===== src/rtl/audio_input_gain_and_peak_tracker_defines.svh =====
// ----------------------------------------------------------------------------
// Assertion macros for the audio input gain and peak tracker
// Shared property templates, clocked on clk and held off during rst.
// ----------------------------------------------------------------------------
`ifndef AUDIO_INPUT_GAIN_AND_PEAK_TRACKER_DEFINES_SVH
`define AUDIO_INPUT_GAIN_AND_PEAK_TRACKER_DEFINES_SVH

// expr must hold at every clock edge out of reset
`define AIGPT_ASSERT_ALWAYS(label, expr) \
  label: assert property (@(posedge clk) disable iff (rst) (expr)) \
    else $error("invariant violated");

// cause in this cycle implies effect in the next one
`define AIGPT_ASSERT_NEXT(label, cause, effect) \
  label: assert property (@(posedge clk) disable iff (rst) (cause) |=> (effect)) \
    else $error("next-cycle check failed");

`endif


===== src/rtl/aigpt_pkg.sv =====
// ----------------------------------------------------------------------------
// aigpt_pkg
// Constants, control word layout and microprogram of the gain / peak tracker.
// ----------------------------------------------------------------------------
package aigpt_pkg;

  localparam int ADDR_W = 3;
  localparam int DATA_W = 32;
  localparam int STEP_W = 3;

  // word index of the only register (byte address 0)
  localparam logic [ADDR_W-3:0] REG_DISCARD = '0;

  localparam logic [15:0] DISCARD_RESET = 16'd8000;
  localparam logic [10:0] GAIN_OFFSET   = 11'd128;
  localparam logic [11:0] CODE_OFFSET   = 12'd2048;

  // microprogram step addresses
  localparam logic [STEP_W-1:0] STEP_SMOOTH     = 3'd0;
  localparam logic [STEP_W-1:0] STEP_MUL_GAIN   = 3'd1;
  localparam logic [STEP_W-1:0] STEP_MUL_SAMPLE = 3'd2;
  localparam logic [STEP_W-1:0] STEP_SATURATE   = 3'd3;
  localparam logic [STEP_W-1:0] STEP_FINISH     = 3'd4;

  typedef enum logic [1:0] {
    MUL_NONE,
    MUL_GAIN,
    MUL_SAMPLE
  } mul_sel_t;

  typedef enum logic {
    COND_NEVER,
    COND_OUT_BUSY
  } jump_cond_t;

  typedef struct packed {
    mul_sel_t            mul_sel;
    logic                smooth_en;
    logic                sat_en;
    logic                finish;
    jump_cond_t          cond;
    logic [STEP_W-1:0]   target;
  } ucode_t;

  function automatic ucode_t ucode_rom(input logic [STEP_W-1:0] step);
    ucode_t cw;
    cw = '{mul_sel: MUL_NONE, smooth_en: 1'b0, sat_en: 1'b0, finish: 1'b0,
           cond: COND_NEVER, target: STEP_SMOOTH};
    case (step)
      STEP_SMOOTH:     cw.smooth_en = 1'b1;
      STEP_MUL_GAIN:   cw.mul_sel = MUL_GAIN;
      STEP_MUL_SAMPLE: cw.mul_sel = MUL_SAMPLE;
      STEP_SATURATE:   cw.sat_en = 1'b1;
      STEP_FINISH: begin
        // spin here while the output register still holds an untaken word
        cw.finish = 1'b1;
        cw.cond   = COND_OUT_BUSY;
        cw.target = STEP_FINISH;
      end
      default: cw.finish = 1'b1;
    endcase
    return cw;
  endfunction

endpackage


===== src/rtl/audio_input_gain_and_peak_tracker.sv =====
// ----------------------------------------------------------------------------
// audio_input_gain_and_peak_tracker
// Slider-controlled gain, saturation, peak follower and offset code output,
// run by a five-step microprogram around one shared multiplier.
// ----------------------------------------------------------------------------
//  channel  | handshake                | payload
//  ---------+--------------------------+------------------------------------
//  in       | in_valid / in_stall      | slider_raw, audio_raw
//  out      | out_valid / out_stall    | sample_code, forwarded, peak_level
//  config   | psel/penable/pwrite/...  | discard_after_start @ 0x0
//
//  A word runs through the steps smooth, gain product, sample product, saturate,
//  finish; the single 18x17 multiplier is used in two of them.
//  The next word is taken in the finish cycle of the current one.
//  While a result waits on out_stall the finish step repeats and in_stall holds.
//  Synchronous reset clears control, state and the register to 8000.
// ----------------------------------------------------------------------------
`include "audio_input_gain_and_peak_tracker_defines.svh"

module audio_input_gain_and_peak_tracker
  import aigpt_pkg::*;
(
  input  logic              clk,
  input  logic              rst,
  input  logic              in_valid,
  output logic              in_stall,
  input  logic [15:0]       slider_raw,
  input  logic [15:0]       audio_raw,
  output logic              out_valid,
  input  logic              out_stall,
  output logic [11:0]       sample_code,
  output logic              forwarded,
  output logic [15:0]       peak_level,
  input  logic              psel,
  input  logic              penable,
  input  logic              pwrite,
  input  logic [ADDR_W-1:0] paddr,
  input  logic [DATA_W-1:0] pwdata,
  output logic [DATA_W-1:0] prdata,
  output logic              pready
);

  logic              busy;
  logic [STEP_W-1:0] step;
  ucode_t            cw;
  logic              jump;
  logic              done;
  logic              in_acc;
  logic              out_acc;
  logic              cfg_wr;

  logic [15:0]        discard_after_start;
  logic [15:0]        discard_left;
  logic [4:0]         sample_phase;
  logic [15:0]        smoothed_slider;
  logic [15:0]        peak_value;

  logic [15:0]        slider;
  logic signed [16:0] sample;
  logic               wrap;
  logic signed [34:0] prod;
  logic signed [15:0] sat;

  logic [21:0]        smooth_sum;
  logic [10:0]        gain;
  logic signed [17:0] mul_a;
  logic signed [16:0] mul_b;
  logic signed [34:0] prod_sh;
  logic [15:0]        rect;
  logic [31:0]        decay_sum;
  logic [15:0]        peak_next;
  logic signed [15:0] sat_sh;

  // control
  assign cw      = ucode_rom(step);
  assign jump    = (cw.cond == COND_OUT_BUSY) && out_valid && out_stall;
  assign done    = busy && cw.finish && !jump;
  assign in_stall = busy && !done;
  assign in_acc  = in_valid && !in_stall;
  assign out_acc = out_valid && !out_stall;

  // config port
  assign pready = 1'b1;
  assign cfg_wr = psel && penable && pwrite && (paddr[ADDR_W-1:2] == REG_DISCARD);
  assign prdata = (paddr[ADDR_W-1:2] == REG_DISCARD) ?
                  {{(DATA_W-16){1'b0}}, discard_after_start} : '0;

  // datapath
  always_comb begin
    // slider + 63 * smoothed
    smooth_sum = {smoothed_slider, 6'b0} - {6'b0, smoothed_slider} + {6'b0, slider};
    gain = {1'b0, prod[30:21]} + GAIN_OFFSET;
    case (cw.mul_sel)
      MUL_GAIN: begin
        mul_a = $signed({3'b0, smoothed_slider[15:1]});
        mul_b = $signed({1'b0, smoothed_slider});
      end
      MUL_SAMPLE: begin
        mul_a = {sample[16], sample};
        mul_b = $signed({6'b0, gain});
      end
      default: begin
        mul_a = '0;
        mul_b = '0;
      end
    endcase
    prod_sh = prod >>> 8;
    rect = sat[15] ? (16'd0 - $unsigned(sat)) : $unsigned(sat);
    decay_sum = {1'b0, peak_value, 15'b0} - {16'b0, peak_value} + {16'b0, rect};
    peak_next = (rect > peak_value) ? rect : decay_sum[30:15];
    sat_sh = sat >>> 6;
  end

  always_ff @(posedge clk) begin
    if (rst) begin
      busy                <= 1'b0;
      step                <= STEP_SMOOTH;
      out_valid           <= 1'b0;
      sample_phase        <= '0;
      smoothed_slider     <= '0;
      peak_value          <= '0;
      discard_after_start <= DISCARD_RESET;
      discard_left        <= DISCARD_RESET;
    end else begin
      if (cfg_wr) begin
        discard_after_start <= pwdata[15:0];
        discard_left        <= pwdata[15:0];
      end

      if (in_acc) begin
        sample_phase <= sample_phase + 5'd1;
        busy         <= 1'b1;
        step         <= STEP_SMOOTH;
      end else if (done) begin
        busy <= 1'b0;
        step <= STEP_SMOOTH;
      end else if (busy) begin
        step <= jump ? cw.target : step + 3'd1;
      end

      if (busy && cw.smooth_en && wrap) begin
        smoothed_slider <= smooth_sum[21:6];
      end

      if (out_acc) begin
        out_valid <= 1'b0;
      end
      if (done) begin
        out_valid  <= 1'b1;
        peak_value <= peak_next;
        if (discard_left != 16'd0) begin
          discard_left <= discard_left - 16'd1;
        end
      end
    end
  end

  // payload registers
  always_ff @(posedge clk) begin
    if (in_acc) begin
      slider <= ~slider_raw;
      sample <= 17'sd32768 - $signed({1'b0, audio_raw});
      wrap   <= &sample_phase;
    end
    if (busy && (cw.mul_sel != MUL_NONE)) begin
      prod <= mul_a * mul_b;
    end
    if (busy && cw.sat_en) begin
      if (prod_sh > 35'sd32767) begin
        sat <= 16'sh7fff;
      end else if (prod_sh < -35'sd32768) begin
        sat <= 16'sh8000;
      end else begin
        sat <= prod_sh[15:0];
      end
    end
    if (done) begin
      sample_code <= CODE_OFFSET + sat_sh[11:0];
      forwarded   <= (discard_left == 16'd0);
      peak_level  <= peak_next;
    end
  end

  `AIGPT_ASSERT_NEXT(a_accept_starts, in_acc, busy && (step == STEP_SMOOTH))
  `AIGPT_ASSERT_NEXT(a_done_shows_word, done, out_valid)
  `AIGPT_ASSERT_ALWAYS(a_step_in_program, !busy || (step <= STEP_FINISH))
  `AIGPT_ASSERT_ALWAYS(a_peak_bounded, peak_value <= 16'd32768)

endmodule

===== config.mk =====
export PLATFORM = sky130hd
export DESIGN_NAME = audio_input_gain_and_peak_tracker
export DESIGN_NICKNAME = d
export VERILOG_FILES = /design/src/rtl/aigpt_pkg.sv /design/src/rtl/audio_input_gain_and_peak_tracker.sv
export VERILOG_INCLUDE_DIRS = /design/src /design/src/rtl
export SDC_FILE = /design/constraint.sdc
export NUM_CORES = 1
export LEC_CHECK = 0
export ABC_AREA = 1
export BUFFER_PORTS_ARGS = -buffer_cell sky130_fd_sc_hd__buf_2
export CAP_MARGIN = 20
export CORE_UTILIZATION = 25
export CTS_CLUSTER_SIZE = 10
export DETAILED_ROUTE_END_ITERATION = 10
export PLACE_DENSITY = 0.44
export SYNTH_ARGS = -nofsm -noshare
export SYNTH_HDL_FRONTEND = slang
export SYNTH_SLANG_ARGS = --single-unit

===== constraint.sdc =====
create_clock -name clk -period 8.4 [get_ports clk]
set_clock_uncertainty 0.05 [all_clocks]
set_input_delay 1.26 -clock clk [delete_from_list [all_inputs] [get_ports clk]]
set_output_delay 1.26 -clock clk [all_outputs]
set_load 0.005 [all_outputs]

[Word level (Yosys, flattened, before mapping)]
Cells that the tools add are included.
Word-level totals
  latch bits: 0
  ROM bits: 0
  flip-flop bits (word level): 188
  memory bits (writable): 0
  word-level logic and storage cells: 85
  memories: 0
  output and inout bits: 64
Operators by class
  shift-type cells: 0
  $add $sub $neg: 11
  magnitude comparators: 3
  multiplexer cells: 19
  equality and inequality tests: 6
  reduce and logical (&&, ||, !) cells: 27
  bitwise operators: 2
  multipliers: 1
  div/mod/pow operators: 0
Operators by type and width (count)
  $mux W16: 7
  $pmux W18 S2: 1
  $mul A18 B17 Y35: 1
  $pmux W16 S2: 1
  $add A31 B16 Y31: 1
  $sub A31 B16 Y31: 1
  $gt A27 B16 Y1 const B: 1
  $lt A27 B16 Y1 const B: 1
  $add A22 B16 Y22: 1
  $sub A22 B16 Y22: 1
  $sub A16 B16 Y17 const A: 1
  $gt A16 B16 Y1: 1
  $logic_not A16 Y1: 1
  $not A16 Y16: 1
  $reduce_bool A16 Y1: 1
  $sub A1 B16 Y16 const A: 1
  $sub A16 B1 Y16 const B: 1
  $logic_and A1 B1 Y1: 14
  $add A12 B12 Y12 const A: 1
  $add A10 B8 Y11 const B: 1
  $mux W1: 7
  $eq A3 B2 Y1 const B: 2
  $reduce_bool A2 Y1: 3
  $add A5 B1 Y5 const B: 1
  14 further kinds: 17

[Longest topological paths before layout]
Gate-level depths: netlist of the first run.
  depth in word-level cells: 11
  mapped depth: 35
  depth with buffers taken out: 34

[Least setup slack after synthesis of the first run]
OpenSTA, ideal clock, no wires.
  path type: register to register
  start point: register step[1]
  end point: register prod[34] (data pin)
  stages on the path, launching flop included: 32
  setup slack: 1402 ps
  setup time: 252 ps
  data required time: 8098 ps
  data arrival time: 6695 ps
  path through: dfxtp_1 > inv_1 > ha_1 > nand2_1 > inv_1 > ha_1 > buf_4 > inv_1 > buf_2 > nand2_1 > clkbuf_1 > nor2_1 > fa_1 > inv_1 > fa_1 > inv_1 > fa_1 > fa_1 > fa_1 > inv_1 > fa_1 > inv_1 > ha_1 > a21oi_1 > o21ai_0 > a21o_1 > inv_1 > nor2_1 > nor2_1 > nand2_1 > nand2_1 > nand2_1
Between the ends
  longest elaborated chain between the ends: 5
  elaborated cells on any way between the ends: 8
  classes of those cells: mul (1); eq/ne (4); mux (3)
RTL lines
  start, declared: line audio_input_gain_and_peak_tracker.sv:44  | logic [STEP_W-1:0] step;
  start signal, assigned: line audio_input_gain_and_peak_tracker.sv:138  | step <= jump ? cw.target : step + 3'd1;
  $eq A3 B2 Y1 or $eq A3 B1 Y1 (tied branches): line aigpt_pkg.sv:49  | case (step)
  $pmux W2 S2 (*): line aigpt_pkg.sv:49
  $eq A2 B2 Y1 or $eq A2 B1 Y1 (tied branches): line audio_input_gain_and_peak_tracker.sv:93  | case (cw.mul_sel)
  $pmux W18 S2 or $pmux W16 S2 (tied branches): line audio_input_gain_and_peak_tracker.sv:93
  $mul A18 B17 Y35 (*): line audio_input_gain_and_peak_tracker.sv:166  | prod <= mul_a * mul_b;
  end signal, assigned: line audio_input_gain_and_peak_tracker.sv:166
  end, declared: line audio_input_gain_and_peak_tracker.sv:61  | logic signed [34:0] prod;
Every way passes the cells marked *; elsewhere a longest branch is shown, timed or not.
A chain may end at the register's enable or synchronous reset.

[Worst setup path after layout of the first run]
  start point: register step[0]
  end point: register prod[29] (data pin)
Same word-level chain as after synthesis.

==> results of run 1 <==
-- path summary, 6_finish.rpt --
path                              startpoint                    endpoint  slack (ns)  cells after the start
hold reg to reg   discard_left[0]$_SDFF_PP0_  discard_left[0]$_SDFF_PP0_        0.38                      1
hold / removal    discard_left[0]$_SDFF_PP0_  discard_left[0]$_SDFF_PP0_        0.38                      1
setup / recovery        step[0]$_SDFFE_PP0P_          prod[29]$_DFFE_PP_        0.58                     25
setup reg to reg        step[0]$_SDFFE_PP0P_          prod[29]$_DFFE_PP_        0.58                     25
-- cell type report --
type	instances	area share
multi-input combinational	2053	0.596
sequential	179	0.179
inverter	767	0.111
tap	1243	0.0599
timing repair buffer	140	0.0307
clock buffer	25	0.0196
clock inverter	7	0.00367
-- flip-flops by register name, summed over array words and instances, names as in the netlist --
| register | count |
|---|---|
| sample | 17 |
| step | 3 |
| wrap | 1 |
| busy | 1 |
| peak_level | 16 |
| discard_left | 16 |
| prod | 27 |
| peak_value | 16 |
| sample_phase | 5 |
| discard_after_start | 16 |
| slider | 16 |
| out_valid | 1 |
| smoothed_slider | 16 |
| sat | 16 |
| forwarded | 1 |
| sample_code | 11 |
-- worst reg2reg max path, stage by stage, from the launching register on --
cell and delay, ns:
dfxtp_1 0.41, inv_1 0.09, ha_1 0.20, nand2_1 0.14
ha_1 0.35, inv_2 0.27, o21ai_1 0.24, nand2_1 0.29
nor2_1 0.27, inv_1 0.15, fa_1 0.69, inv_1 0.17
fa_1 0.58, fa_1 0.44, fa_1 0.53, fa_1 0.56
inv_1 0.06, fa_1 0.53, inv_1 0.04, ha_1 0.39
a21oi_1 0.25, o21ai_0 0.18, a21oi_1 0.26, a21boi_0 0.21
nand2_1 0.09, xor2_1 0.14
-- per-stage QoR --
| stage | setup WS, ns | hold slack (ns) |
|---|---|---|
| after floorplan | 1.40 | 0.355 |
| after global placement | 0.743 | 0.367 |
| after detailed placement | 0.707 | 0.371 |
| after CTS | 0.659 | 0.381 |
| after global routing | 0.00742 | 0.407 |
| final | 0.584 | 0.383 |
-- cell families (layout without fill, tap and decap cells) --
family                     Yosys count  after routing
AOI/OAI and AO/OA                  293            293
buffers and inverters              835            939
adders and majority gates          470            470
other                                2             17
xor gates and xnor gates            66             66
and+or+nand+nor                   1207           1207
DFF                                179            179
-- layer usage --
metal | up-vias | global-route usage
met5 | - | 0
met1 | 9153 | 0.194
met4 | 0 | 0.0375
li1 | 9408 | -
met2 | 377 | 0.263
met3 | 51 | 0.0236
-- power groups by stage --
| stage | logic, mW | clock network, mW | registers [mW] |
|---|---|---|---|
| 2_1_floorplan | 0.423 | 0 | 1.00 |
| 3_3_place_gp | 0.581 | 0 | 1.01 |
| 3_5_place_dp | 0.581 | 0 | 1.01 |
| 4_1_cts | 0.584 | 0.899 | 0.991 |
| 5_1_grt | 0.663 | 0.920 | 0.994 |
| 6_report | 0.579 | 0.864 | 0.990 |
-- cell usage in the layout, fill, tap and decap left out, drive strengths merged, types with 4 or more instances in the layout --
| cell | n |
|---|---|
| nor4 | 9 |
| nand4 | 16 |
| and2 | 22 |
| conb | 17 |
| nand2 | 719 |
| clkbuf | 25 |
| nor3 | 39 |
| edfxtp | 105 |
| and3 | 4 |
| fa | 298 |
| buf | 140 |
| o21bai | 11 |
| o22ai | 7 |
| o21a | 8 |
| a31oi | 5 |
| ha | 172 |
| clkinv | 7 |
| dfxtp | 74 |
| o211ai | 9 |
| or2 | 5 |
| xor2 | 51 |
| nor2 | 258 |
| a21o | 11 |
| o21ai | 105 |
| inv | 765 |
| nand3 | 131 |
| xnor2 | 15 |
| a21oi | 129 |
==> flow_summary.ini, run 1 <==
[power]
clkPwrFrac = 0.355
power.density_nw_per_um2 = 93.8
power.total_mw = 2.43
p_seq_frac = 0.407
switching_power_uw = 790
ir_drop_mv = 0.141
power_leakage_nw = 13.2
pwr-share-comb = 0.238
p_int_mw = 1.64
swShare = 0.325

[placement]
portBuffers = 102
place_area_um2 = 25300
gp_congestion = 0.916
dp_hpwl_um = 57600
place_inst = 4382

[logic_synthesis]
yosysMostFrequentCell = inv_1
synth_top_family_by_area = adder cells
seq_area_frac_synth = 0.199
synth_edf_count = 105
synthArstFlopShare = 0
synth-seq-cells = 179
synth-simple-area-share = 0.217
synthFlopType = edfxtp_1
synth_common_cells = 754 x inv_1, 711 x nand2_1, 298 x fa_1
yosys.area.top_type = fa_1
synth_fa_ha_area_frac = 0.348
synth_area_leaders = fa_1 26%, edfxtp_1 14%, inv_1 12%
synth_compound_gate_area_share = 0.0705
synth_top_area_frac = 0.256
muxShareOfSynthArea = 0
synthCells = 3052
synth_xor_area_frac = 0.0248
yosys_warnings = 0
synth.distinct_cells = 55
synthesis.area_um2 = 23300
synth_area_per_cell_um2 = 7.64

[layout]
utilization = 0.282
layout-drive-gt1-share = 0.0713
final_nets = 3702
antenna_cells = 0
nFillCells = 10200
postLayoutCellArea_um2 = 25900
synthToLayoutAreaGrowth_pct = 11.2
layout.area.seq_um2 = 4630
multi_input_area_um2 = 15500
post_layout_nonfiller_instances = 4414

[run_status]
status = finished clean

[cts]
worstSkewPairLatency_ns = 0.50
cts_resized = 0
cts_made_buffers = 17
post_cts_buffers = 0
clkSinkCount = 179
cts_tree = done
htree_levels = 4
clk_pin_slew_worst_paths_ns = 0.07
cts_buffer_depth = 2
cts_root_buffer = clkbuf_16
cts-hold-fix-buffers = 0

[detailed_routing]
wl_per_cell_um = 15.3
drt_iter0_markers = 1194
drt_first_pass_iters = 6
topRoutingLayerUsed = met4
vias_per_cell = 4.30
wl_um = 67700
route.met3.wl_um = 2980
ant_nets = 0
wl_met2_um = 32900
drc_errors = 0
via_count = 19000
wirelength_met1_um = 30600

[critical_path]
crit_family = adder cells
cp_num_buf_inv = 6
path_class = flip-flop to flip-flop
crit_slowest_cell = fa_1
cp_max_fo = 19
end_kind = flip-flop
slowest_delay_ns = 0.69
worstPathRequired_ns = 8.59
crit_top_cell = fa_1
start_kind = flip-flop
arrival_ns = 8.00

[floorplanning]
design.core.area_um2 = 92100
start_util = 0.253
row_count = 111
ios = 138
die_x_um = 307
die_y_um = 307
die_area_um2 = 94500

[timing]
relSlewSlack = 0.374
drv_slew = 0
setup_viol = 0
min_period_ns = 7.82
period_share = 0.930
rsz0062_at_grt = no
max_clock_freq_mhz = 128
worst_slew_pin_slew_ns = 0.938
finalHoldViolations = 0
finalSetupTns_ns = 0

[global_routing]
grt_pass1_vias = 19600
grt_pass1_wl_um = 109000
gr-total-overflow = 0
grtUsageTotal = 0.151
grt_max_degree = 41
antenna_found_initial = 0

[flow_run]
drv_cap = 0

[hold_path]
hold_path.class = flip-flop to flip-flop
No activity file was read; power rests on OpenSTA's default activity.
==> run 2: changes to the inputs <==
REMOVE_ABC_BUFFERS = 1   (was default)
==> run 2 against run 1 <==
Compared with the run above:
- critical path depth up 2
- sequential cell count unchanged
- design area is essentially flat
- first-iteration DRC count decreased by 5.2%
- register-to-register slack improved by 0.14 ns
- non-clock buffer count up 4
- hold slack got worse by 0.0049 ns
- via count is 0.83% lower
- count of clock-buffer cells in the layout fell by 5
- setup slack gained 0.14 ns
- critical path type unchanged
==> flow_summary.ini, run 2 (synthesis results as in run 1) <==
[timing]
rsz0062_at_grt = no
relSlewSlack = 0.334
min_period_ns = 7.68
drv_slew = 0
max_clock_freq_mhz = 130
finalHoldViolations = 0
worst_slew_pin_slew_ns = 0.998
fin_ws_ns = 0.720
period_share = 0.914
setup_viol = 0
whs_ns = 0.378
finalSetupTns_ns = 0

[cts]
cts_buffer_depth = 2
cts-hold-fix-buffers = 0
cts_root_buffer = clkbuf_16
post_cts_buffers = 0
clk_pin_slew_worst_paths_ns = 0.07
clkSinkCount = 179
cts_made_buffers = 17
htree_levels = 4
cts_resized = 0
cts_tree = done
worstSkewPairLatency_ns = 0.50

[global_routing]
grt_pass1_vias = 19300
grtUsageTotal = 0.148
gr-total-overflow = 0
antenna_found_initial = 0
grt_pass1_wl_um = 108000
grt_max_degree = 41

[layout]
nFillCells = 10100
postLayoutCellArea_um2 = 25900
final_nets = 3706
largest_reg_flops = 27
mostFrequentLayoutCells = 754 x inv_1, 711 x nand2_1, 298 x fa_1, 250 x nor2_1, 172 x ha_1
antenna_cells = 0
largest_registers = prod x27, sample x17
layout-drive-gt1-share = 0.0740
regMostFlops = prod
synthToLayoutAreaGrowth_pct = 11.2
final_common_cell = inv_1

[power]
power_leakage_nw = 13.2
ir_drop_mv = 0.137
power.density_nw_per_um2 = 92.1

[flow_run]
drv_cap = 0

[critical_path]
slowest_delay_ns = 0.68
arrival_ns = 7.97
cp_num_buf_inv = 8
rr_worst_depth = 27
start_kind = flip-flop
crit_slowest_cell = fa_1
crit_family = adder cells
r2r_start = step[0]$_SDFFE_PP0P_
end_kind = flip-flop
reg2reg_slack_ns = 0.72
r2r-end = prod[33]$_DFFE_PP_
cp_max_fo = 19
worstPathRequired_ns = 8.69
path_class = flip-flop to flip-flop

[floorplanning]
start_util = 0.253
design.core.area_um2 = 92100
die_x_um = 307
row_count = 111
die_y_um = 307
ios = 138
die_area_um2 = 94500

[placement]
dp_hpwl_um = 57200
portBuffers = 102
gp_congestion = 0.893
place_area_um2 = 25400
place_ws_ns = 0.778

[detailed_routing]
ant_nets = 0
wl_per_cell_um = 15.1
drc_errors = 0
wl_um = 66900
vias_per_cell = 4.26
via_count = 18800
drt_iter0_markers = 1132
drt_first_pass_iters = 5

[hold_path]
holdPathStages = 1
min_from = discard_left[0]$_SDFF_PP0_
hold_path.class = flip-flop to flip-flop
hold_end = discard_left[0]$_SDFF_PP0_

[run_status]
status = finished clean
==> run 2: cell count changes in the layout (fill, tap and decap cells not counted), sizes merged <==
cell      before  now
bufinv         2    1
inv          765  768
buf          140  144
clkinvlp       0    3
clkbuf        25   20
==> run 2: worst register-to-register path: stages, from the launching register on <==
cell and delay [ns]:
dfxtp_1 0.41, inv_1 0.09, ha_1 0.20, nand2_1 0.15
ha_1 0.35, inv_2 0.26, o22ai_1 0.27, nand2_1 0.19
nor2_1 0.31, fa_1 0.52, inv_1 0.23, fa_1 0.48
buf_4 0.18, fa_1 0.68, inv_1 0.10, fa_1 0.52
fa_1 0.54, inv_1 0.05, fa_1 0.54, inv_1 0.04
ha_1 0.40, inv_1 0.12, nor3_1 0.26, nand2_1 0.11
nor2_1 0.12, nor2_1 0.05, o21ai_1 0.09, xor2_1 0.19
==> run 2: layout make-up <==
class	count	area, um2	area share
clock buffers	20	447	0.0172
clock inverters	12	124	0.00477
inverters	767	2890	0.111
multi-input cells	2053	15500	0.596
flip-flops and latches	179	4630	0.179
well taps	1243	1560	0.0599
repair buffers	144	826	0.0318
==> run 2: routing by layer <==
layer / vias up / track usage / part of all wire
li1: 9414 / - / -
met1: 9081 / 0.198 / 0.48
met2: 298 / 0.255 / 0.48
met3: 39 / 0.0186 / 0.031
met4: 0 / 0.0308 / 0.013
met5: - / 0 / 0
==> run 2: how the worst max path moves through the flow <==
stage | start | to | slack [ns] | cells after the start
global route | step[0]$_SDFFE_PP0P_ | prod[33]$_DFFE_PP_ | 0.15 | 27
floorplan | step[1]$_SDFFE_PP0P_ | prod[34]$_DFFE_PP_ | 1.34 | 28
CTS | step[0]$_SDFFE_PP0P_ | prod[33]$_DFFE_PP_ | 0.71 | 27
detailed placement | step[0]$_SDFFE_PP0P_ | prod[33]$_DFFE_PP_ | 0.78 | 27
global placement | step[0]$_SDFFE_PP0P_ | prod[34]$_DFFE_PP_ | 0.80 | 27
finish | step[0]$_SDFFE_PP0P_ | prod[33]$_DFFE_PP_ | 0.72 | 27
==> run 2: metrics by stage <==
stage	instances	total power, mW	utilization
CTS	4418	2.42	0.282
finish	4418	2.39	0.282
floorplan	2999	1.41	-
global route	4418	2.53	0.282
detailed placement	4386	1.59	0.276
global placement	4386	1.59	0.276
==> run 2: report_power, final <==
| part | internal [mW] | leakage (nW) | total (mW) | switching [mW] |
|---|---|---|---|---|
| registers | 0.965 | 1.56 | 0.989 | 0.0231 |
| clock network | 0.421 | 0.271 | 0.816 | 0.395 |
| logic | 0.196 | 11.4 | 0.585 | 0.389 |
| total | 1.58 | 13.2 | 2.39 | 0.806 |
